`config.mk`:
```
export PLATFORM = sky130hd
export DESIGN_NAME = sbd_divider
export DESIGN_NICKNAME = d
export VERILOG_FILES = /design/src/rtl/sbd_pkg.sv /design/src/rtl/sbd_divider.sv
export SDC_FILE = /design/constraint.sdc
export NUM_CORES = 2
export LEC_CHECK = 0
export BUFFER_PORTS_ARGS = -buffer_cell sky130_fd_sc_hd__buf_2
export CAP_MARGIN = 20
export CORE_UTILIZATION = 62
export DETAILED_ROUTE_END_ITERATION = 10
export HOLD_SLACK_MARGIN = 0.06
export PLACE_DENSITY = 0.79
export SYNTH_ARGS = -nofsm -noshare
export SYNTH_HDL_FRONTEND = slang
export SYNTH_SLANG_ARGS = --single-unit
```
`constraint.sdc`:
```
create_clock -name clk -period 3.6 [get_ports clk]
set_input_delay 0.9 -clock clk [delete_from_list [all_inputs] [get_ports clk]]
set_output_delay 0.9 -clock clk [all_outputs]
set_load 0.05 [all_outputs]
```
`src/rtl/sbd_pkg.sv`:
```
// Shared types, constants and helper functions of the soft brush dab stamp.
// Used by every module of the block; depends on nothing else.
`timescale 1ns / 1ps
`default_nettype none

package sbd_pkg;

    localparam int MAX_BRUSH = 128;
    localparam int MAX_DIM   = 2048;

    localparam int DIV_STEPS = 16;   // quotient bits of each divider
    localparam int DIV_W     = 20;   // divisor and remainder width
    localparam int N_W       = 14;   // width of dx*dx + dy*dy
    localparam int RR_W      = 13;   // width of r*r
    localparam int R_W       = 7;    // width of the radius
    localparam int OPA_W     = 17;   // falloff in Q16, may exceed 1.0

    typedef enum logic [2:0] {
        CFG_DIAMETER = 3'd0,
        CFG_HARDNESS = 3'd1,
        CFG_OPACITY  = 3'd2,
        CFG_ERASE    = 3'd3,
        CFG_WIDTH    = 3'd4,
        CFG_HEIGHT   = 3'd5
    } cfg_idx_t;

    // Falloff branch of one pixel.
    typedef enum logic [1:0] {
        CLS_ZERO  = 2'd0,   // outside the circle, or the undefined split
        CLS_DN    = 2'd1,   // inner part, hardness up to 100 percent
        CLS_UP    = 2'd2,   // inner part, hardness above 100 percent
        CLS_OUTER = 2'd3    // outer part of the falloff
    } cls_t;

    // Side band that travels with an item through the dividers.
    typedef struct packed {
        logic             stamp;
        logic [7:0]       old;
        cls_t             cls;
        logic [N_W-1:0]   n;
        logic [OPA_W-1:0] opa;
    } sb_t;

    function automatic logic [R_W-1:0] radius(input logic [7:0] diameter);
        logic [7:0] d;
        begin
            d = (diameter > 8'(MAX_BRUSH)) ? 8'(MAX_BRUSH) : diameter;
            radius = d[7:1];
        end
    endfunction

    function automatic logic [RR_W-1:0] radius_sq(input logic [7:0] diameter);
        logic [R_W-1:0] r;
        begin
            r = radius(diameter);
            radius_sq = RR_W'(r) * RR_W'(r);
        end
    endfunction

    function automatic logic [11:0] sat_dim(input logic [11:0] dim);
        begin
            sat_dim = (dim > 12'(MAX_DIM)) ? 12'(MAX_DIM) : dim;
        end
    endfunction

endpackage

`default_nettype wire

```
`src/rtl/sbd_divider.sv`:
```
// Pipelined restoring divider, one quotient bit per stage, with side band.
// The high dividend part must be below the divisor. Uses sbd_pkg.
`timescale 1ns / 1ps
`default_nettype none

module sbd_divider (
    input  wire logic                          clk,
    input  wire logic                          rst_n,
    input  wire logic                          en,
    input  wire logic                          in_valid,
    input  wire logic [sbd_pkg::DIV_W-1:0]     in_hi,
    input  wire logic [sbd_pkg::DIV_STEPS-1:0] in_lo,
    input  wire logic [sbd_pkg::DIV_W-1:0]     in_den,
    input  wire sbd_pkg::sb_t                  in_sb,
    output logic                               out_valid,
    output logic [sbd_pkg::DIV_STEPS-1:0]      out_q,
    output sbd_pkg::sb_t                       out_sb
);
    import sbd_pkg::*;

    logic                 v_reg   [DIV_STEPS];
    logic [DIV_W-1:0]     rem_reg [DIV_STEPS];
    logic [DIV_STEPS-1:0] lo_reg  [DIV_STEPS];
    logic [DIV_STEPS-1:0] q_reg   [DIV_STEPS];
    logic [DIV_W-1:0]     den_reg [DIV_STEPS];
    sb_t                  sb_reg  [DIV_STEPS];

    genvar k;
    generate
        for (k = 0; k < DIV_STEPS; k++)
        begin : g_step
            logic                 pv;
            logic [DIV_W-1:0]     prem;
            logic [DIV_STEPS-1:0] plo;
            logic [DIV_STEPS-1:0] pq;
            logic [DIV_W-1:0]     pden;
            sb_t                  psb;
            logic [DIV_W:0]       trial;
            logic                 ge;
            logic [DIV_W-1:0]     rem_next;

            if (k == 0)
            begin : g_first
                assign pv   = in_valid;
                assign prem = in_hi;
                assign plo  = in_lo;
                assign pq   = '0;
                assign pden = in_den;
                assign psb  = in_sb;
            end
            else
            begin : g_next
                assign pv   = v_reg[k-1];
                assign prem = rem_reg[k-1];
                assign plo  = lo_reg[k-1];
                assign pq   = q_reg[k-1];
                assign pden = den_reg[k-1];
                assign psb  = sb_reg[k-1];
            end

            always_comb
            begin
                trial    = {prem, plo[DIV_STEPS-1]};
                ge       = trial >= {1'b0, pden};
                rem_next = ge ? DIV_W'(trial - {1'b0, pden}) : trial[DIV_W-1:0];
            end

            always_ff @(posedge clk or negedge rst_n)
            begin
                if (!rst_n)
                begin
                    v_reg[k] <= 1'b0;
                end
                else if (en)
                begin
                    v_reg[k] <= pv;
                end
            end

            always_ff @(posedge clk)
            begin
                if (en)
                begin
                    rem_reg[k] <= rem_next;
                    lo_reg[k]  <= {plo[DIV_STEPS-2:0], 1'b0};
                    q_reg[k]   <= {pq[DIV_STEPS-2:0], ge};
                    den_reg[k] <= pden;
                    sb_reg[k]  <= psb;
                end
            end
        end
    endgenerate

    assign out_valid = v_reg[DIV_STEPS-1];
    assign out_q     = q_reg[DIV_STEPS-1];
    assign out_sb    = sb_reg[DIV_STEPS-1];

endmodule

`default_nettype wire

```
==> load_flow_metrics.sql <==
INSERT INTO impl_metrics (metric_group, metric, value, unit) VALUES
('outcome', 'status', 'completed', ''),
('global_routing', 'initial_antenna_violation_count', '2', ''),
('floorplanning', 'die_area', '107000', 'um^2'),
('yosys', 'mappedNetlistArea', '65400', 'um^2'),
('timing', 'grt_setup_unrepaired', 'false', ''),
('place', 'gpl.final_weighted_congestion', '0.915', ''),
('detailed_routing', 'route.final.wire_length', '118000', 'um'),
('timing', 'report.final.slew_viol_count', '0', ''),
('yosys', 'synth_edf_count', '1528', ''),
('cells_and_area', 'final_layout_size_suffix_gt1_share', '12.1', '%'),
('setup_path', 'critical_path.max_fanout', '21', ''),
('global_routing', 'grt_remaining_overflow', '0', ''),
('timing', 'skew', '0.0433', 'ns'),
('yosys', 'synth_sequential_area_ratio', '70.8', '%'),
('timing', 'max_slew_margin', '50.7', '%'),
('floorplanning', 'pin_count', '161', ''),
('detailed_routing', 'via_density_per_instance', '5.65', ''),
('timing', 'tightestPinTransition', '0.740', 'ns'),
('min_path', 'hold_class', 'input pin to flip-flop', ''),
('floorplanning', 'initial_utilization', '62.8', '%'),
('cts', 'cts_htree_levels', '4', ''),
('power_and_ir_drop', 'internal-power', '40.8', 'mW'),
('timing', 'finalHoldViolCount', '0', ''),
('power_and_ir_drop', 'power.clock.fraction', '26.2', '%'),
('global_routing', 'maximum_number_of_pins_on_one_net_before_global_route_repair', '108', ''),
('power_and_ir_drop', 'p_leak', '29.0', 'nW'),
('power_and_ir_drop', 'power_density', '800', 'nW/um^2'),
('setup_path', 'critPathMaxStageDelay', '0.44', 'ns'),
('timing', 'hold-worst-slack', '0.301', 'ns'),
('timing', 'layout_min_cycle_time', '3.45', 'ns'),
('yosys', 'synth_seq_cells', '1544', ''),
('power_and_ir_drop', 'power.switching_fraction', '31.1', '%'),
('power_and_ir_drop', 'share_seq_of_total_power', '42.5', '%'),
('setup_path', 'worst_reg2reg_setup_slack', '0.15', 'ns'),
('power_and_ir_drop', 'power.switching', '18.4', 'mW'),
('cells_and_area', 'area_growth', '13.3', '%'),
('detailed_routing', 'ant_nets', '0', ''),
('setup_path', 'timing.critical_path.from_type', 'flip-flop', ''),
('yosys', 'postSynthCellCount', '4357', ''),
('floorplanning', 'placeableCoreArea', '104000', 'um^2'),
('global_routing', 'wire_length_of_the_first_global_routing_pass', '186000', 'um'),
('setup_path', 'worst-setup-path-type', 'flip-flop to flip-flop', ''),
('timing', 'period_share', '95.8', '%'),
('power_and_ir_drop', 'worst_ir_drop_vdd', '0.000507', 'V'),
('cts', 'cts.reportedPaths.clkPinSlew', '0.07', 'ns'),
('cts', 'tritoncts_clock_tree', 'yes', ''),
('cts', 'tritoncts_num_sinks', '1544', ''),
('global_routing', 'globalRouteTotalUtil', '22.3', '%'),
('setup_path', 'cp_cell_sequence', 'inv_1 -> ha_1 -> nor2b_1 -> o31a_1 -> o41a_1 -> a21o_1 -> or4_4 -> a31oi_4 -> and3_1 -> o21ai_2 -> buf_12 -> mux2_4', ''),
('detailed_routing', 'detail_route.iter0.violations', '2005', ''),
('detailed_routing', 'wl_per_cell', '18.9', 'um'),
('cells_and_area', 'layout.nets', '5171', ''),
('timing', 'fin_tns_setup', '0', 'ns'),
('yosys', 'ys.flop_type', 'sky130_fd_sc_hd__edfxtp_1', ''),
('detailed_routing', 'num_vias', '35300', ''),
('setup_path', 'cp_data_required_time', '4.09', 'ns'),
('yosys', 'syn_avg_cell_area', '15.0', 'um^2'),
('yosys', 'number_of_distinct_library_cells_after_synthesis', '81', ''),
('place', 'place_hpwl', '79500', 'um'),
('timing', 'fmax', '0.290', 'GHz'),
('yosys', 'ys.warnings.count', '0', ''),
('place', 'portBuffers', '160', ''),
('setup_path', 'r2r_start', 'den_reg[4][1]', ''),
('setup_path', 'startpoint', 'den_reg[4][1]', ''),
('floorplanning', 'die_h', '327', 'um'),
('power_and_ir_drop', 'p_comb_share', '31.4', '%'),
('setup_path', 'cp.arrival', '3.94', 'ns'),
('cts', 'clock_latency', '0.77', 'ns'),
('cells_and_area', 'filler_free_cell_count_of_the_finished_design', '6238', ''),
('yosys', 'ys_async_sr_fraction', '1.04', '%'),
('place', 'dp.cells', '5959', '');
-- kinds of logic after synthesis --
group	share of synthesized area, %
xor+xnor	3.09
buf+inv	2.71
fa+ha+maj	6.58
mux	2.97
flops	70.8
compound gates	8.52
simple gates	5.32
-- Yosys cell counts, types with 58 or more instances --
| cell | n | area, um^2 |
|---|---|---|
| sky130_fd_sc_hd__edfxtp_1 | 1528 | 45900 |
| sky130_fd_sc_hd__inv_1 | 385 | 1450 |
| sky130_fd_sc_hd__ha_1 | 320 | 4000 |
| sky130_fd_sc_hd__a21oi_1 | 246 | 1230 |
| sky130_fd_sc_hd__nand2_1 | 222 | 833 |
| sky130_fd_sc_hd__nor2_1 | 184 | 691 |
| sky130_fd_sc_hd__a21o_1 | 141 | 1060 |
| sky130_fd_sc_hd__xnor2_1 | 139 | 1220 |
| sky130_fd_sc_hd__o21ai_1 | 120 | 601 |
| sky130_fd_sc_hd__o21ai_0 | 100 | 500 |
| sky130_fd_sc_hd__mux2_1 | 95 | 1070 |
| sky130_fd_sc_hd__xor2_1 | 92 | 806 |
| sky130_fd_sc_hd__clkbuf_1 | 58 | 218 |
| sky130_fd_sc_hd__nand3_1 | 58 | 290 |
-- worst paths after layout --
| check | to | cells past startpoint |
|---|---|---|
| max | rem_reg[5][2] | 12 |
| min | sb_reg[0][5] | 1 |
| max reg2reg | rem_reg[5][2] | 12 |
| min reg2reg | q_reg[0][99] | 0 |
| max in group asynchronous | g_step[6].pv | 2 |
| min in group asynchronous | g_step[9].pv | 2 |
-- layer usage --
layer  global-route usage, %  up-vias
li1                        -    17100
met1                    24.9    17100
met2                    42.2      825
met3                    3.37      248
met4                    9.12        0
met5                       0        -
-- power by group through the flow --
stage	Combinational [mW]	Clock, mW	Sequential [mW]
2_1_floorplan	13.6	0	25.0
3_3_place_gp	17.8	0	25.4
3_5_place_dp	18.3	0	25.5
4_1_cts	18.5	15.9	25.2
5_1_grt	20.5	16.5	25.4
6_report	18.6	15.5	25.2
-- cells in the final DEF, fill, tap and decap left out, types with 117 or more instances in the layout --
cell	count
sky130_fd_sc_hd__buf_2	159
sky130_fd_sc_hd__clkbuf_16	154
sky130_fd_sc_hd__o21ai_1	117
sky130_fd_sc_hd__ha_1	320
sky130_fd_sc_hd__xnor2_1	139
sky130_fd_sc_hd__inv_1	385
sky130_fd_sc_hd__nand2_1	222
sky130_fd_sc_hd__a21oi_1	245
sky130_fd_sc_hd__a21o_1	141
sky130_fd_sc_hd__nor2_1	184
sky130_fd_sc_hd__edfxtp_1	1528
-- worst max-delay path, delay by kind of cell, from the launching register on --
kind / cells / cell delay (ns)
flip-flops: 1 / 0.44
buffers and inverters: 2 / 0.28
multiplexers: 1 / 0.30
AO/OA/AOI/OAI: 5 / 1.15
AND/OR/NAND/NOR: 3 / 0.79
adder cells (fa/ha/maj): 1 / 0.23
-- repair_timing --
| action | 4_1_cts | 5_1_grt |
|---|---|---|
| hold buffers | 1 | 0 |
| buffers inserted | 0 | 0 |
| gates resized for setup | 0 | 4 |
| hold endpoints to repair | 16 | 0 |
| setup endpoints to repair | 0 | 23 |
-- final cells by class --
cell class                 count  area, um^2  share of cell area (%)
timing repair buffer         295        2230                    3.01
antenna                        1        2.50                 0.00338
tap                         1380        1730                    2.33
clock inverter                90         928                    1.25
inverter                     393        1480                    1.99
clock buffer                 187        4010                    5.41
sequential                  1544       46300                    62.5
multi-input combinational   2348       17400                    23.5
-- stage by stage --
| step | cell area [um^2] | worst slack [ns] | utilization [%] |
|---|---|---|---|
| after CTS | 74000 | 0.00350 | 71.1 |
| after global routing | 74000 | 0.000209 | 71.1 |
| after floorplan | 65400 | 0.378 | - |
| after detailed placement | 69100 | -0.00703 | 66.4 |
| after global placement | 69100 | 0.110 | 66.4 |
| final | 74000 | 0.151 | 71.1 |
Power figures use the tool's default switching activity.
