### src/rtl/sbd_pkg.sv
// Shared types, constants and helper functions of the soft brush dab stamp.
// Used by every module of the block; depends on nothing else.
`timescale 1ns / 1ps
`default_nettype none

package sbd_pkg;

    localparam int MAX_BRUSH = 128;
    localparam int MAX_DIM   = 2048;

    localparam int DIV_STEPS = 16;   // quotient bits of each divider
    localparam int DIV_W     = 20;   // divisor and remainder width
    localparam int N_W       = 14;   // width of dx*dx + dy*dy
    localparam int RR_W      = 13;   // width of r*r
    localparam int R_W       = 7;    // width of the radius
    localparam int OPA_W     = 17;   // falloff in Q16, may exceed 1.0

    typedef enum logic [2:0] {
        CFG_DIAMETER = 3'd0,
        CFG_HARDNESS = 3'd1,
        CFG_OPACITY  = 3'd2,
        CFG_ERASE    = 3'd3,
        CFG_WIDTH    = 3'd4,
        CFG_HEIGHT   = 3'd5
    } cfg_idx_t;

    // Falloff branch of one pixel.
    typedef enum logic [1:0] {
        CLS_ZERO  = 2'd0,   // outside the circle, or the undefined split
        CLS_DN    = 2'd1,   // inner part, hardness up to 100 percent
        CLS_UP    = 2'd2,   // inner part, hardness above 100 percent
        CLS_OUTER = 2'd3    // outer part of the falloff
    } cls_t;

    // Side band that travels with an item through the dividers.
    typedef struct packed {
        logic             stamp;
        logic [7:0]       old;
        cls_t             cls;
        logic [N_W-1:0]   n;
        logic [OPA_W-1:0] opa;
    } sb_t;

    function automatic logic [R_W-1:0] radius(input logic [7:0] diameter);
        logic [7:0] d;
        begin
            d = (diameter > 8'(MAX_BRUSH)) ? 8'(MAX_BRUSH) : diameter;
            radius = d[7:1];
        end
    endfunction

    function automatic logic [RR_W-1:0] radius_sq(input logic [7:0] diameter);
        logic [R_W-1:0] r;
        begin
            r = radius(diameter);
            radius_sq = RR_W'(r) * RR_W'(r);
        end
    endfunction

    function automatic logic [11:0] sat_dim(input logic [11:0] dim);
        begin
            sat_dim = (dim > 12'(MAX_DIM)) ? 12'(MAX_DIM) : dim;
        end
    endfunction

endpackage

`default_nettype wire

### src/rtl/sbd_front.sv
// Front end of the dab stamp: bounds checks, squared distance, falloff branch
// and the dividend and divisor of the falloff ratio. Uses sbd_pkg.
`timescale 1ns / 1ps
`default_nettype none

module sbd_front (
    input  wire logic                      clk,
    input  wire logic                      rst_n,
    input  wire logic                      en,
    input  wire logic                      in_valid,
    input  wire logic [10:0]               pixel_x,
    input  wire logic [10:0]               pixel_y,
    input  wire logic signed [12:0]        center_x,
    input  wire logic signed [12:0]        center_y,
    input  wire logic [7:0]                old_value,
    input  wire logic [7:0]                diameter,
    input  wire logic [6:0]                hardness,
    input  wire logic [11:0]               width,
    input  wire logic [11:0]               height,
    output logic                           out_valid,
    output logic [sbd_pkg::DIV_W-1:0]      out_hi,
    output logic [sbd_pkg::DIV_W-1:0]      out_den,
    output sbd_pkg::sb_t                   out_sb
);
    import sbd_pkg::*;

    logic [R_W-1:0]      r;
    logic [RR_W-1:0]     rr;
    logic [11:0]         w_sat;
    logic [11:0]         h_sat;
    logic signed [13:0]  dx_c;
    logic signed [13:0]  dy_c;
    logic signed [13:0]  rs;
    logic                stamp_c;

    logic                v1_reg;
    logic                stamp1_reg;
    logic [7:0]          old1_reg;
    logic signed [7:0]   dx1_reg;
    logic signed [7:0]   dy1_reg;

    logic [R_W-1:0]      adx;
    logic [R_W-1:0]      ady;
    logic [N_W-1:0]      n_c;
    logic [20:0]         n100;
    logic [19:0]         hrr;
    cls_t                cls_c;

    logic                v2_reg;
    logic                stamp2_reg;
    logic [7:0]          old2_reg;
    logic [N_W-1:0]      n2_reg;
    cls_t                cls2_reg;

    logic [RR_W-1:0]     rmn;
    logic [DIV_W-1:0]    hi_c;
    logic [DIV_W-1:0]    den_c;

    always_comb
    begin
        r     = radius(diameter);
        rr    = radius_sq(diameter);
        w_sat = sat_dim(width);
        h_sat = sat_dim(height);
        rs    = $signed({7'd0, r});
        dx_c  = $signed({3'd0, pixel_x}) - $signed({center_x[12], center_x});
        dy_c  = $signed({3'd0, pixel_y}) - $signed({center_y[12], center_y});
        stamp_c = (r != '0)
                && !center_x[12] && !center_y[12]
                && (center_x <= $signed({1'b0, w_sat}))
                && (center_y <= $signed({1'b0, h_sat}))
                && ({1'b0, pixel_x} < w_sat) && ({1'b0, pixel_y} < h_sat)
                && (dx_c >= -rs) && (dx_c < rs)
                && (dy_c >= -rs) && (dy_c < rs);
    end

    always_ff @(posedge clk or negedge rst_n)
    begin
        if (!rst_n)
        begin
            v1_reg <= 1'b0;
        end
        else if (en)
        begin
            v1_reg <= in_valid;
        end
    end

    always_ff @(posedge clk)
    begin
        if (en)
        begin
            stamp1_reg <= stamp_c;
            old1_reg   <= old_value;
            dx1_reg    <= dx_c[7:0];
            dy1_reg    <= dy_c[7:0];
        end
    end

    // Squared distance and falloff branch.
    always_comb
    begin
        adx  = dx1_reg[7] ? R_W'(-dx1_reg) : dx1_reg[R_W-1:0];
        ady  = dy1_reg[7] ? R_W'(-dy1_reg) : dy1_reg[R_W-1:0];
        n_c  = N_W'(adx) * N_W'(adx) + N_W'(ady) * N_W'(ady);
        n100 = 21'(n_c) * 21'd100;
        hrr  = 20'(hardness) * 20'(rr);
        if (n_c > N_W'(rr))
        begin
            cls_c = CLS_ZERO;
        end
        else if (n100 < {1'b0, hrr})
        begin
            cls_c = (hardness <= 7'd100) ? CLS_DN : CLS_UP;
        end
        else if (hardness < 7'd100)
        begin
            cls_c = CLS_OUTER;
        end
        else
        begin
            cls_c = CLS_ZERO;
        end
    end

    always_ff @(posedge clk or negedge rst_n)
    begin
        if (!rst_n)
        begin
            v2_reg <= 1'b0;
        end
        else if (en)
        begin
            v2_reg <= v1_reg;
        end
    end

    always_ff @(posedge clk)
    begin
        if (en)
        begin
            stamp2_reg <= stamp1_reg;
            old2_reg   <= old1_reg;
            n2_reg     <= n_c;
            cls2_reg   <= cls_c;
        end
    end

    // Dividend (before the 16 fraction bits) and divisor of the falloff.
    always_comb
    begin
        rmn = rr - n2_reg[RR_W-1:0];
        unique case (cls2_reg)
            CLS_DN:
            begin
                hi_c  = DIV_W'(n2_reg) * DIV_W'(7'd100 - hardness);
                den_c = DIV_W'(hardness) * DIV_W'(rr);
            end
            CLS_UP:
            begin
                hi_c  = DIV_W'(n2_reg) * DIV_W'(hardness - 7'd100);
                den_c = DIV_W'(hardness) * DIV_W'(rr);
            end
            CLS_OUTER:
            begin
                hi_c  = DIV_W'(hardness) * DIV_W'(rmn);
                den_c = DIV_W'(7'd100 - hardness) * DIV_W'(rr);
            end
            default:
            begin
                hi_c  = '0;
                den_c = DIV_W'(1);
            end
        endcase
    end

    always_ff @(posedge clk or negedge rst_n)
    begin
        if (!rst_n)
        begin
            out_valid <= 1'b0;
        end
        else if (en)
        begin
            out_valid <= v2_reg;
        end
    end

    always_ff @(posedge clk)
    begin
        if (en)
        begin
            out_hi  <= hi_c;
            out_den <= den_c;
            out_sb  <= '{stamp: stamp2_reg, old: old2_reg, cls: cls2_reg,
                         n: n2_reg, opa: '0};
        end
    end

endmodule

`default_nettype wire

### config.mk
export PLATFORM = sky130hd
export DESIGN_NAME = sbd_front
export DESIGN_NICKNAME = d
export VERILOG_FILES = /design/src/rtl/sbd_pkg.sv /design/src/rtl/sbd_front.sv
export SDC_FILE = /design/constraint.sdc
export NUM_CORES = 2
export LEC_CHECK = 0
export ABC_AREA = 1
export BUFFER_PORTS_ARGS = -buffer_cell sky130_fd_sc_hd__buf_2
export CAP_MARGIN = 10
export CORE_ASPECT_RATIO = 0.75
export CORE_MARGIN = 2
export CORE_UTILIZATION = 47
export DETAILED_ROUTE_END_ITERATION = 10
export GPL_ROUTABILITY_DRIVEN = 0
export PLACE_DENSITY = 0.76
export SLEW_MARGIN = 5
export SYNTH_ARGS = -nofsm -noshare
export SYNTH_HDL_FRONTEND = slang
export SYNTH_SLANG_ARGS = --single-unit
### constraint.sdc
create_clock -name clk -period 22.6 [get_ports clk]
set_input_delay 5.65 -clock clk [delete_from_list [all_inputs] [get_ports clk]]
set_output_delay 5.65 -clock clk [all_outputs]
set_load 0.05 [all_outputs]
==> results.json <==
{
  "status": "finished, final reports clean",
  "avgRoutedWirePerCell_um": 17.6,
  "worstSkewPairLatency_ps": 490,
  "root_buffer": "clkbuf_16",
  "synth-main-ff-cell": "edfxtp_1",
  "hold_path_depth": 0,
  "port_buffers": 164,
  "drtIter0Drc": 2944,
  "largest-register": "out_sb",
  "hold_slack_ps": 420,
  "postSynthAreaPerCell_sq_um": 7.65,
  "fp.dieH_um": 229,
  "drc": 0,
  "drt_first_pass_iters": 7,
  "ctsResizeCount": 0,
  "clk_pin_slew_ps": 80,
  "slew_headroom": 0.235,
  "start_kind": "primary input",
  "setup_viol": 0,
  "antenna_found_initial": 5,
  "fp-row-count": 82,
  "grt_pass1_vias": 27411,
  "initial_core_util": 0.474,
  "min_to": "old2_reg[4]$_DFFE_PP_",
  "core-area_sq_um": 66700,
  "r2r_slack_ps": 11800,
  "cp_slowest_cell": "fa_1",
  "worstPathMaxFanout": 12,
  "postRouteWirelength_um": 90700,
  "hpwl_um": 75100,
  "startpoint": "diameter[2]",
  "period_share": 0.679,
  "synth_edf_count": 115,
  "grt_use_total": 0.267,
  "placed_cells": 5121,
  "path_common_cell": "inv_1",
  "cts_max_level": 4,
  "worst_pin_slew_ps": 1140,
  "ioPinCount": 182,
  "dieArea_sq_um": 69400,
  "r2r-start": "dy1_reg[0]$_DFFE_PP_",
  "cts_tree": "yes",
  "arrival_ps": 15590,
  "preCtsSetupSlack_ps": 6910,
  "fin_nets": 5267,
  "critPathTopFamily": "adder cells",
  "hp-start": "old1_reg[4]$_DFFE_PP_",
  "max_freq_ghz": 0.0652,
  "max_stage_delay_ps": 580,
  "synth.distinct_cells": 62,
  "grt_pass1_wl_um": 146000,
  "grt.met1_usage": 0.390,
  "final_hold_viol_count": 0,
  "end_kind": "flop",
  "netlist_area_sq_um": 31600,
  "finClkSkew_ps": 23.2,
  "stdcell_count": 5155,
  "maxCapViolations": 0,
  "final_antenna_net_count": 0,
  "ys_seq_area_frac": 0.112,
  "cts_buffers": 17,
  "clkSinkCount": 118,
  "worst-setup-path-type": "in -> reg",
  "syn2layout_area_growth_pct": 7.23,
  "clockBufferDepth": 2,
  "netlist_instances": 4131,
  "r2r_end": "cls2_reg[0]$_SDFFCE_PN0P_",
  "setup_tns_ps": 0,
  "drive_gt1_frac": 0.0637,
  "reg2reg_depth": 51,
  "period_minus_slack_ps": 15340,
  "cts_hold_buf": 0,
  "post_cts.repair.setup_buffers": 0,
  "synthArstFlopShare": 0.0254,
  "setup_ws_ps": 7260,
  "cp.required_ps": 22860,
  "rsz0062_at_grt": "false",
  "vias": 27731,
  "largest_reg_flops": 25,
  "synth_warnings": 0,
  "busiest_layer": "met1",
  "reg.largest.list": "out_sb: 25 flops, out_den: 20 flops, out_hi: 20 flops",
  "die_w_um": 303,
  "holdCritPathClass": "reg -> reg",
  "finalMaxSlewViolations": 0,
  "grt.overflow.total": 0,
  "grt_max_degree": 66,
  "use_met2": 0.386,
  "via_per_inst": 5.38,
  "synth-seq-cells": 118,
  "multi_input_area_sq_um": 24200,
  "critPathBufInv": 10,
  "grt_use_met3": 0.0783,
  "fillers": 6316,
  "seq_area_sq_um": 3530
}
## cell usage in the layout (no fill, tap or decap), types with 18 or more instances in the layout
cell type    n
a21oi_1    235
buf_2      163
buf_4       19
conb_1      23
edfxtp_1   115
fa_1       420
ha_1       490
inv_1      917
nand2_1    814
nand3_1    169
nand4_1     26
nor2_1     413
nor3_1      51
o21ai_0    115
o21bai_1    18
or2_2       23
xnor2_1     19
xor2_1      62
## per-layer routing
| layer | part of all wire | wire (um) | vias to the layer above |
|---|---|---|---|
| met2 | 0.41 | 37100 | 1385 |
| met4 | 0.024 | 2190 | 2 |
| met3 | 0.13 | 11700 | 197 |
| met5 | 0.00011 | 10 | - |
| met1 | 0.44 | 39700 | 13071 |
| li1 | - | - | 13076 |
## stage by stage
step	util	instance area (sq um)
6_report	0.508	33900
5_1_grt	0.508	33900
4_1_cts	0.508	33900
3_5_place_dp	0.500	33300
3_3_place_gp	0.500	33300
2_1_floorplan	-	31700
## area by class of cell
class,instances,share of cell area
diodes,2,0.000148
clock buffers,17,0.0125
clock inverters,15,0.00450
inverters,935,0.104
multi-input cells,3003,0.714
flip-flops and latches,118,0.104
well taps,882,0.0326
repair buffers,183,0.0286
## cells by family (layout without fill, tap and decap cells)
| family | after synthesis | after routing | synth area share |
|---|---|---|---|
| adders and majority gates | 910 | 910 | 0.460 |
| AOI/OAI and AO/OA | 444 | 444 | 0.0783 |
| DFF | 118 | 118 | 0.112 |
| other | 2 | 25 | 0.000238 |
| and+or+nand+nor | 1540 | 1540 | 0.200 |
| xor gates and xnor gates | 84 | 84 | 0.0240 |
| muxes | 2 | 2 | 0.000673 |
| buffers and inverters | 1031 | 1150 | 0.125 |
## synth_stat cells, drive strengths merged, types with 2 or more instances
library cell / n / area (sq um)
a211oi: 5 / 37.5
a21boi: 10 / 75.1
a21o: 13 / 97.6
a21oi: 236 / 1180
a31o: 3 / 26.3
a31oi: 6 / 43.8
and2: 5 / 31.3
and3: 2 / 12.5
buf: 36 / 223
clkbuf: 60 / 225
clkinv: 8 / 30.0
conb: 2 / 7.51
dfrtp: 3 / 75.1
edfxtp: 115 / 3450
fa: 420 / 8410
ha: 490 / 6130
inv: 927 / 3480
nand2: 819 / 3090
nand3: 170 / 856
nand3b: 10 / 75.1
nand4: 26 / 163
nor2: 416 / 1570
nor3: 53 / 275
nor4: 6 / 37.5
o2111ai: 3 / 26.3
o211ai: 9 / 67.6
o21a: 5 / 37.5
o21ai: 118 / 602
o21bai: 18 / 135
o221ai: 3 / 26.3
o22ai: 3 / 18.8
o31ai: 7 / 52.6
or2: 30 / 188
xnor2: 20 / 183
xor2: 64 / 576
## worst max-delay path by stage
stage	cells after the start	to
floorplan	45	out_hi[14]$_DFFE_PP_
global placement	48	out_hi[14]$_DFFE_PP_
detailed placement	48	out_hi[14]$_DFFE_PP_
global route	48	out_hi[14]$_DFFE_PP_
CTS	48	out_hi[14]$_DFFE_PP_
finish	48	out_hi[14]$_DFFE_PP_
Power is left out: the tool's default activity adds up to more than one toggle a clock period on the data nets, which glitch-free logic cannot reach.
