**config.mk**
```make
export PLATFORM = sky130hd
export DESIGN_NAME = sbd_back
export DESIGN_NICKNAME = d
export VERILOG_FILES = /design/src/rtl/sbd_pkg.sv /design/src/rtl/sbd_back.sv
export SDC_FILE = /design/constraint.sdc
export NUM_CORES = 1
export LEC_CHECK = 0
export BUFFER_PORTS_ARGS = -buffer_cell sky130_fd_sc_hd__buf_2
export CAP_MARGIN = 20
export CORE_UTILIZATION = 65
export CTS_CLUSTER_SIZE = 24
export DETAILED_ROUTE_END_ITERATION = 6
export GPL_TIMING_DRIVEN = 0
export PLACE_DENSITY = 0.87
export SLEW_MARGIN = 30
export SYNTH_ARGS = -nofsm -noshare
export SYNTH_HDL_FRONTEND = slang
export SYNTH_SLANG_ARGS = --single-unit
```
**constraint.sdc**
```tcl
create_clock -name clk -period 11.1 [get_ports clk]
set_clock_uncertainty 0.05 [all_clocks]
set_input_delay 2.22 -clock clk [delete_from_list [all_inputs] [get_ports clk]]
set_output_delay 2.22 -clock clk [all_outputs]
set_load 0.02 [all_outputs]
```
**src/rtl/sbd_pkg.sv**
```systemverilog
// Shared types, constants and helper functions of the soft brush dab stamp.
// Used by every module of the block; depends on nothing else.
`timescale 1ns / 1ps
`default_nettype none

package sbd_pkg;

    localparam int MAX_BRUSH = 128;
    localparam int MAX_DIM   = 2048;

    localparam int DIV_STEPS = 16;   // quotient bits of each divider
    localparam int DIV_W     = 20;   // divisor and remainder width
    localparam int N_W       = 14;   // width of dx*dx + dy*dy
    localparam int RR_W      = 13;   // width of r*r
    localparam int R_W       = 7;    // width of the radius
    localparam int OPA_W     = 17;   // falloff in Q16, may exceed 1.0

    typedef enum logic [2:0] {
        CFG_DIAMETER = 3'd0,
        CFG_HARDNESS = 3'd1,
        CFG_OPACITY  = 3'd2,
        CFG_ERASE    = 3'd3,
        CFG_WIDTH    = 3'd4,
        CFG_HEIGHT   = 3'd5
    } cfg_idx_t;

    // Falloff branch of one pixel.
    typedef enum logic [1:0] {
        CLS_ZERO  = 2'd0,   // outside the circle, or the undefined split
        CLS_DN    = 2'd1,   // inner part, hardness up to 100 percent
        CLS_UP    = 2'd2,   // inner part, hardness above 100 percent
        CLS_OUTER = 2'd3    // outer part of the falloff
    } cls_t;

    // Side band that travels with an item through the dividers.
    typedef struct packed {
        logic             stamp;
        logic [7:0]       old;
        cls_t             cls;
        logic [N_W-1:0]   n;
        logic [OPA_W-1:0] opa;
    } sb_t;

    function automatic logic [R_W-1:0] radius(input logic [7:0] diameter);
        logic [7:0] d;
        begin
            d = (diameter > 8'(MAX_BRUSH)) ? 8'(MAX_BRUSH) : diameter;
            radius = d[7:1];
        end
    endfunction

    function automatic logic [RR_W-1:0] radius_sq(input logic [7:0] diameter);
        logic [R_W-1:0] r;
        begin
            r = radius(diameter);
            radius_sq = RR_W'(r) * RR_W'(r);
        end
    endfunction

    function automatic logic [11:0] sat_dim(input logic [11:0] dim);
        begin
            sat_dim = (dim > 12'(MAX_DIM)) ? 12'(MAX_DIM) : dim;
        end
    endfunction

endpackage

`default_nettype wire

```
**src/rtl/sbd_back.sv**
```systemverilog
// Back end of the dab stamp: boost, opacity scaling, clamp and snap, and the
// paint or erase merge into the output register. Uses sbd_pkg.
`timescale 1ns / 1ps
`default_nettype none

module sbd_back (
    input  wire logic                          clk,
    input  wire logic                          rst_n,
    input  wire logic                          en,
    input  wire logic                          in_valid,
    input  wire logic [sbd_pkg::DIV_STEPS-1:0] in_q,
    input  wire sbd_pkg::sb_t                  in_sb,
    input  wire logic [7:0]                    opacity,
    input  wire logic                          erase,
    output logic                               out_valid,
    output logic [7:0]                         new_value
);
    import sbd_pkg::*;

    logic [OPA_W-1:0] boost;
    logic             v1_reg;
    logic             stamp1_reg;
    logic [7:0]       old1_reg;
    logic [24:0]      pv1_reg;

    logic [24:0]      full;
    logic [24:0]      knee;
    logic [24:0]      pv_c;
    logic [7:0]       dab;
    logic [7:0]       inv;
    logic [7:0]       res;

    assign boost = in_sb.opa + OPA_W'(in_q);

    always_ff @(posedge clk or negedge rst_n)
    begin
        if (!rst_n)
        begin
            v1_reg <= 1'b0;
        end
        else if (en)
        begin
            v1_reg <= in_valid;
        end
    end

    always_ff @(posedge clk)
    begin
        if (en)
        begin
            stamp1_reg <= in_sb.stamp;
            old1_reg   <= in_sb.old;
            pv1_reg    <= 25'(boost) * 25'(opacity);
        end
    end

    // Clamp to full opacity, then snap to full within four steps of it or when opacity is below four.
    always_comb
    begin
        full = {1'b0, opacity, 16'd0};
        knee = {1'b0, 8'(opacity - 8'd4), 16'd0};
        pv_c = (pv1_reg > full) ? full : pv1_reg;
        if ((opacity < 8'd4) || (pv_c > knee))
        begin
            pv_c = full;
        end
        dab = pv_c[23:16];
        inv = 8'd255 - dab;
        if (!stamp1_reg)
        begin
            res = old1_reg;
        end
        else if (erase)
        begin
            res = (inv < old1_reg) ? inv : old1_reg;
        end
        else
        begin
            res = (dab > old1_reg) ? dab : old1_reg;
        end
    end

    always_ff @(posedge clk or negedge rst_n)
    begin
        if (!rst_n)
        begin
            out_valid <= 1'b0;
        end
        else if (en)
        begin
            out_valid <= v1_reg;
        end
    end

    always_ff @(posedge clk)
    begin
        if (en)
        begin
            new_value <= res;
        end
    end

endmodule

`default_nettype wire

```
==> results.toml, run 1 <==
[status]
status = "finished, violations left"
violations = "design-rule violations"

[clock_tree]
cts.htree.levels = 2
cts_resized = 0
holdBufCountCts = 0
cts_setup_buffers = 0
clk_path_buf_depth = 2
cts_root_buffer = "clkbuf_16"
cts.sink_count = 44
clock_latency_ns = 0.29
cts_tree = "yes"
cts_buffers = 5
clk_pin_slew_worst_paths_ns = 0.06

[logic_synthesis]
synth_cells = 833
synth-seq-cells = 44
synth_warnings = 0
synth_area_per_cell_um2 = 9.44
synthesis.nets = 1090
synth_edf_count = 42
ys_seq_area_frac = 0.167
yosys.cell_types.count = 70
netlist.top_cell.by_area = "fa_1"
async_reset_ff_frac = 0.0455
synth.cell_area_um2 = 7860
synth_ff_type = "edfxtp_1"
synth_area_leaders = "fa_1, edfxtp_1, ha_1"
yosys.area.top_type_share = 0.232

[pwr]
power_leakage_uw = 0.00414
p_int_uw = 1530
clock_power_share = 0.058
combinationalPowerShare = 0.809
worst_ir_drop_vdd_v = 0.000217
p_sw_frac = 0.487
p_sw_uw = 1450
p_seq_frac = 0.133
p_per_area_nw_per_um2 = 349

[critical_path]
worst_ep_required_time_ns = 11.19
rrSetupSlack_ns = 4.94
cp_max_fo = 10
crit_type = "in -> reg"
cp-end-kind = "flop"
arrival_ns = 8.64
worstSetupStartpointType = "input pin"

[timing]
fin_crit_sh = 0.770
fmax_mhz = 117
worstMarginPinSlew_ns = 0.875
fin_tns_setup_ns = 0
rsz0062_at_grt = "false"
finalHoldViolations = 0
fin_crit_ns = 8.55
relSlewSlack = 0.412
drv_slew = 0
fin_ws_ns = 2.55
setup_viol = 0
whs_ns = 0.460

[die]
start_util = 0.677
die_h_um = 112
dieArea_um2 = 12500
core_um2 = 11600
ioPinCount = 80
core.rowCount = 39
die_x_um = 112

[drt]
ant_nets = 0
first_iter_violations = 529
vias = 6311
wl_per_cell_um = 16.1
drt-pass1-iter-count = 7
vias_per_cell = 6.04
route.detailed.drc = 4
wl_mm = 16.8

[placement]
hpwl_mm = 13.2
port_buffers = 61
post-place-ws_ns = 2.40
gp_congestion = 0.937

[layout]
diodes = 0
syn2layout_area_growth_pct = 8.37
drive_above_1_share = 0.130
final_cell_mix = "inv_1, ha_1, fa_1"
final_nets = 1158
largest_reg_flops = 25
final_common_cell = "inv_1"

[grt]
grt_pass1_wl_mm = 29.0
antenna_found_initial = 0
grt_pass1_vias = 6311
grt_max_degree = 45
globalRouteOverflowTotal = 0
grt.total_usage = 0.287

[flow_run]
maxCapViolations = 0

[hold_path]
hold_path_class = "reg -> reg"
## metal layers
layer	GRT usage	wire length [µm]	vias to the layer above
met4	0.0791	422	0
met1	0.367	6960	3084
met3	0.0463	1090	46
li1	-	-	2930
met2	0.506	8320	251
met5	0	0	-
## kinds of logic (layout without fill, tap and decap cells)
kind of cell	after synthesis	after routing	synth area share
AOI/OAI and AO/OA	146	146	0.135
adders and majority gates	186	186	0.383
DFF	44	44	0.167
buffers and inverters	160	229	0.0815
xor gates and xnor gates	37	37	0.0412
muxes	8	8	0.0142
and+or+nand+nor	252	252	0.179
## path summary, 6_finish.rpt
kind                                       startpoint                endpoint  cells past startpoint
worst max-delay path                       opacity[6]  new_value[4]$_DFFE_PP_                     25
worst min-delay path            out_valid$_DFFE_PN0P_   out_valid$_DFFE_PN0P_                      1
worst max register to register   pv1_reg[3]$_DFFE_PP_  new_value[4]$_DFFE_PP_                     22
worst min register to register  out_valid$_DFFE_PN0P_   out_valid$_DFFE_PN0P_                      1
max in group asynchronous                       rst_n   out_valid$_DFFE_PN0P_                      1
min in group asynchronous                       rst_n      v1_reg$_DFFE_PN0P_                      1
## through the flow
stage / cell area, µm² / util / total power, µW / cells
after floorplan: 7860 / - / 2310 / 833
after global placement: 8340 / 0.718 / 2680 / 1037
after detailed placement: 8340 / 0.718 / 2760 / 1037
after CTS: 8520 / 0.733 / 2960 / 1045
after global routing: 8520 / 0.733 / 3300 / 1045
final: 8520 / 0.733 / 2980 / 1045
## area by class of cell
type                       instances  area [µm²]
sequential                        44        1310
fill                             843        3100
buffer                            22         123
timing repair buffer              61         308
multi-input combinational        629        5910
inverter                         138         518
clock inverter                     3        46.3
clock buffer                       5         125
tap                              143         179
## worst max-delay path, cell delays in order
cell	delay (ns)
buf_2	0.09
clkbuf_1	0.55
inv_1	0.22
ha_1	0.39
a21o_1	0.20
a211oi_4	0.38
a21o_1	0.19
buf_6	0.14
mux2_4	0.33
ha_1	0.29
nor2b_1	0.13
o31ai_1	0.25
a21oi_1	0.14
or2_1	0.26
a21oi_1	0.24
buf_2	0.26
a21o_2	0.17
ha_1	0.26
a21o_1	0.17
a21oi_1	0.13
a21oi_1	0.09
o31ai_1	0.74
clkbuf_1	0.51
nand3_1	0.18
o211ai_2	0.09
## Yosys cell counts, drive strengths merged (6+ instances only)
cell,instances
nor2b,6
o211ai,9
a211o,7
xnor2,29
mux2,7
ha,95
and2,86
nor4,8
nor3,14
a21o,24
xor2,8
clkbuf,17
nor2,22
and3,7
inv,138
nand3,20
o21ai,17
fa,91
a21oi,38
a211oi,6
edfxtp,42
nand2,69
## power groups by stage
stage | clock network, µW | registers [µW] | logic, µW
5_1_grt | 181 | 401 | 2720
2_1_floorplan | 0 | 403 | 1910
3_5_place_dp | 0 | 398 | 2370
3_3_place_gp | 0 | 395 | 2290
6_report | 172 | 395 | 2410
4_1_cts | 173 | 395 | 2390
No activity file was read; power rests on OpenSTA's default activity.
==> run 2: changes to the inputs <==
CORE_UTILIZATION = 62   (was 65)
PLACE_DENSITY = 0.83   (was 0.87)
clock period = 8.1 ns   (was 11.1 ns; I/O delays follow)
==> results.toml, run 2 (same netlist as run 1, synthesis figures left out) <==
[status]
status = "complete, no violations"

[pwr]
p_per_area_nw_per_um2 = 478
power_leakage_uw = 0.00416
worst_ir_drop_vdd_v = 0.000305
power_uw = 4100

[critical_path]
rrSetupSlack_ns = 2.09
crit_type = "in -> reg"
worst-r2r-cell-count = 22
arrival_ns = 7.84
r2r_start = "pv1_reg[11]$_DFFE_PP_"
timing.rr.end = "new_value[2]$_DFFE_PP_"
cp_max_fo = 8
cp-end-kind = "flop"
worst_ep_required_time_ns = 8.20
worstSetupStartpointType = "input pin"

[layout]
final_cell_mix = "inv_1, ha_1, fa_1"
final_nets = 1158
final_cells = 1070
largest_reg_flops = 25
syn2layout_area_growth_pct = 9.30
num-fill-cells = 952
drive_above_1_share = 0.137
diodes = 0
final_common_cell = "inv_1"

[drt]
wl_per_cell_um = 16.0
ant_nets = 0
vias_per_cell = 5.76
route.detailed.drc = 0
vias = 6167
first_iter_violations = 356
drt-pass1-iter-count = 6
wl_mm = 17.1

[timing]
relSlewSlack = 0.487
fin_crit_sh = 0.956
worstMarginPinSlew_ns = 0.764
fin_crit_ns = 7.74
drv_slew = 0
setup_viol = 0
finalHoldViolations = 0
fmax_mhz = 129

[grt]
top_usage_layer = "met2"
antenna_found_initial = 0
gr-usage-met3 = 0.0312
globalRouteOverflowTotal = 0
grt_util_met1 = 0.362
grt_use_met2 = 0.510
grt.total_usage = 0.283
grt_max_degree = 45
grt_pass1_vias = 6463
grt_pass1_wl_mm = 29.4

[die]
dieArea_um2 = 13100
core.rowCount = 40
die_h_um = 115
ioPinCount = 80
core_um2 = 12200
start_util = 0.646
die_x_um = 115

[clock_tree]
cts_root_buffer = "clkbuf_16"
cts.htree.levels = 2
cts_buffers = 5
cts.sink_count = 44
clk_pin_slew_worst_paths_ns = 0.06
clock_latency_ns = 0.29
cts_setup_buffers = 0
cts_tree = "yes"
clk_path_buf_depth = 2

[placement]
port_buffers = 61
hpwl_mm = 13.6
place_inst = 1062
gp_congestion = 0.897

[flow_run]
maxCapViolations = 0

[hold_path]
hold_depth = 1
hold_end = "out_valid$_DFFE_PN0P_"
hold_path_class = "reg -> reg"
min_from = "out_valid$_DFFE_PN0P_"
==> run 2: cell types whose count changed in the layout (fill, tap and decap cells not counted) <==
cell	previous run	this run
xnor2_1	29	25
o31ai_1	4	2
clkinv_2	0	1
buf_1	0	1
a211oi_1	5	4
xnor2_2	0	4
a21boi_0	2	1
a21boi_1	0	1
o31ai_2	1	3
clkbuf_1	17	16
inv_6	1	0
a211oi_2	0	1
==> run 2: layout make-up <==
class | count | area (µm²) | share of cell area
clock buffer | 5 | 125 | 0.0146
timing repair buffer | 61 | 308 | 0.0358
tap | 168 | 210 | 0.0245
sequential | 44 | 1310 | 0.153
buffer | 22 | 123 | 0.0143
inverter | 138 | 518 | 0.0603
multi-input combinational | 629 | 5950 | 0.693
clock inverter | 3 | 42.5 | 0.00495
==> run 2: worst max-delay path by stage <==
stage               start  slack [ns]                     end
5_1_grt        opacity[2]      -0.007  new_value[2]$_DFFE_PP_
2_1_floorplan     in_q[0]        0.69   pv1_reg[22]$_DFFE_PP_
6_report          in_q[0]        0.36   pv1_reg[23]$_DFFE_PP_
3_5_place_dp      in_q[0]       -0.12   pv1_reg[22]$_DFFE_PP_
4_1_cts           in_q[0]        0.17   pv1_reg[22]$_DFFE_PP_
3_3_place_gp      in_q[0]        0.03   pv1_reg[22]$_DFFE_PP_
==> run 2: where the power goes <==
part	internal (µW)	switching (µW)
registers	496	43.2
clock network	145	84.9
logic	1460	1870
==> run 2: repair_timing <==
action | CTS | global route
endpoints found under the hold margin | 0 | 0
hold buffers | 0 | 0
setup endpoints to repair | 0 | 10
gates resized for setup | 0 | 9
==> run 2: through the flow <==
| stage | instance area (µm²) | hold slack [ns] | worst slack [ns] | utilization | TNS [ns] |
|---|---|---|---|---|---|
| 6_report | 8590 | 0.455 | 0.357 | 0.706 | 0 |
| 5_1_grt | 8590 | 0.473 | -0.00701 | 0.706 | -0.00701 |
| 2_1_floorplan | 7860 | 0.425 | 0.695 | - | 0 |
| 3_5_place_dp | 8380 | 0.445 | -0.119 | 0.689 | -0.165 |
| 3_3_place_gp | 8380 | 0.432 | 0.0279 | 0.689 | 0 |
| 4_1_cts | 8540 | 0.462 | 0.169 | 0.702 | 0 |
==> run 2: critical path, cell delays in order <==
cell      delay (ns)
buf_2           0.10
ha_1            0.22
fa_1            0.41
a21o_1          0.22
a211oi_2        0.32
nor2_1          0.08
nor2_1          0.12
xnor2_1         0.35
and2_1          0.24
fa_1            0.44
fa_1            0.51
inv_1           0.06
fa_1            0.52
inv_1           0.05
fa_1            0.48
ha_1            0.29
or4_1           0.57
o211ai_1        0.31
a31o_2          0.24
a32oi_1         0.15
or4_1           0.43
nand4_1         0.11
==> run 2: routing by layer <==
metal	up-vias	routed length, µm
met5	-	0
met3	28	740
met4	0	304
li1	2926	-
met1	3046	7350
met2	167	8740
==> run 3: changes to the inputs <==
CTS_CLUSTER_DIAMETER = 60   (was default)
TNS_END_PERCENT = 30   (was default)
clock period = 7.5 ns   (was 8.1 ns; I/O delays follow)
==> results.toml, run 3 (same netlist as run 1, synthesis figures left out) <==
[status]
status = "complete, no violations"

[critical_path]
cp-startpoint = "in_q[0]"
worstSetupStartpointType = "input pin"
r2r_start = "pv1_reg[3]$_DFFE_PP_"
crit_type = "in -> reg"
cp-end-kind = "flop"
arrival_ns = 7.45
cp_max_fo = 8
worst_ep_required_time_ns = 7.49

[clock_tree]
cts.sink_count = 44
clock_latency_ns = 0.29
cts_root_buffer = "clkbuf_16"
clk_pin_slew_worst_paths_ns = 0.06
cts_buffers = 5
holdBufCountCts = 0
cts_tree = "yes"
clk_path_buf_depth = 2
cts.htree.levels = 2

[grt]
grt_pass1_vias = 6475
grt.total_usage = 0.284
globalRouteOverflowTotal = 0
grt_pass1_wl_mm = 29.5
antenna_found_initial = 0
grt_max_degree = 45

[timing]
fin_tns_setup_ns = 0
fmax_mhz = 134
fin_crit_ns = 7.46
rsz0062_at_grt = "true"
worstMarginPinSlew_ns = 0.780
fin_ws_ns = 0.0371
fin_crit_sh = 0.995
drv_slew = 0
finalHoldViolations = 0
relSlewSlack = 0.477
setup_viol = 0

[drt]
route.detailed.drc = 0
drt-pass1-iter-count = 5
first_iter_violations = 337
vias = 6240
wl_mm = 17.3
ant_nets = 0
wl_per_cell_um = 16.1
vias_per_cell = 5.79

[die]
start_util = 0.646
dieArea_um2 = 13100
die_x_um = 115
die_h_um = 115
core_um2 = 12200
core.rowCount = 40
ioPinCount = 80

[layout]
diodes = 0
syn2layout_area_growth_pct = 11.4
final_common_cell = "inv_1"
drive_above_1_share = 0.171
final_nets = 1165
largest_reg_flops = 25
final_cells = 1077
final_cell_mix = "inv_1, ha_1, fa_1"
num-fill-cells = 914

[placement]
post-place-ws_ns = -0.599
gp_congestion = 0.897
place_inst = 1062
hpwl_mm = 13.6
port_buffers = 61

[flow_run]
maxCapViolations = 0

[hold_path]
min_from = "out_valid$_DFFE_PN0P_"
hold_path_class = "reg -> reg"
-- run 3: cell types whose count changed in the layout (fill, tap and decap cells not counted), sizes merged --
cell	change
buf	+7
-- run 3: routing by layer --
layer / GRT usage / vias to the layer above / part of all wire
met2: 0.512 / 209 / 0.51
li1: - / 2936 / -
met1: 0.362 / 3062 / 0.42
met5: 0 / - / 0
met4: 0.0788 / 0 / 0.021
met3: 0.0312 / 33 / 0.051
-- run 3: critical path: stages --
cell and delay [ns]:
buf_2 0.10, ha_1 0.23, fa_2 0.37, a21o_1 0.22, a211oi_2 0.31, o31a_1 0.23
o21ai_1 0.15, a21oi_2 0.30, xnor2_4 0.16, and2_1 0.20, fa_1 0.49, inv_1 0.06
fa_1 0.50, fa_1 0.45, fa_1 0.54, inv_1 0.04, ha_2 0.32, or3_1 0.39
o211ai_1 0.16, o2111ai_2 0.21, a31o_2 0.27, a21oi_1 0.17, xnor2_1 0.08
-- run 3: cell type report --
cell class / instances / area (µm²) / area share
multi-input combinational: 629 / 6050 / 0.692
sequential: 44 / 1310 / 0.150
inverter: 138 / 518 / 0.0592
timing repair buffer: 69 / 368 / 0.0420
tap: 168 / 210 / 0.0240
clock buffer: 5 / 125 / 0.0143
buffer: 21 / 125 / 0.0143
clock inverter: 3 / 42.5 / 0.00486
-- run 3: path summary, 6_finish.rpt --
kind,slack [ns],depth (start not counted),endpoint
setup / recovery,0.04,23,pv1_reg[22]$_DFFE_PP_
hold / removal,0.46,1,out_valid$_DFFE_PN0P_
setup reg to reg,1.70,22,new_value[2]$_DFFE_PP_
hold reg to reg,0.46,1,out_valid$_DFFE_PN0P_
max in group asynchronous,6.37,1,out_valid$_DFFE_PN0P_
min in group asynchronous,0.93,1,v1_reg$_DFFE_PN0P_
-- run 3: repair_timing --
action,CTS,global route
resized for setup,10,30
pin swaps,5,10
buffers inserted,2,6
endpoints found under the setup margin,12,18
-- run 3: through the flow --
step / instance area, µm² / hold slack (ns) / utilization
6_report: 8750 / 0.457 / 0.720
5_1_grt: 8750 / 0.473 / 0.720
4_1_cts: 8620 / 0.462 / 0.709
3_5_place_dp: 8380 / 0.445 / 0.689
3_3_place_gp: 8380 / 0.432 / 0.689
2_1_floorplan: 7860 / 0.425 / -
Power of run 3 is not shown: default switching activity piles up to over one toggle a cycle in this logic, so the estimate is an artifact.
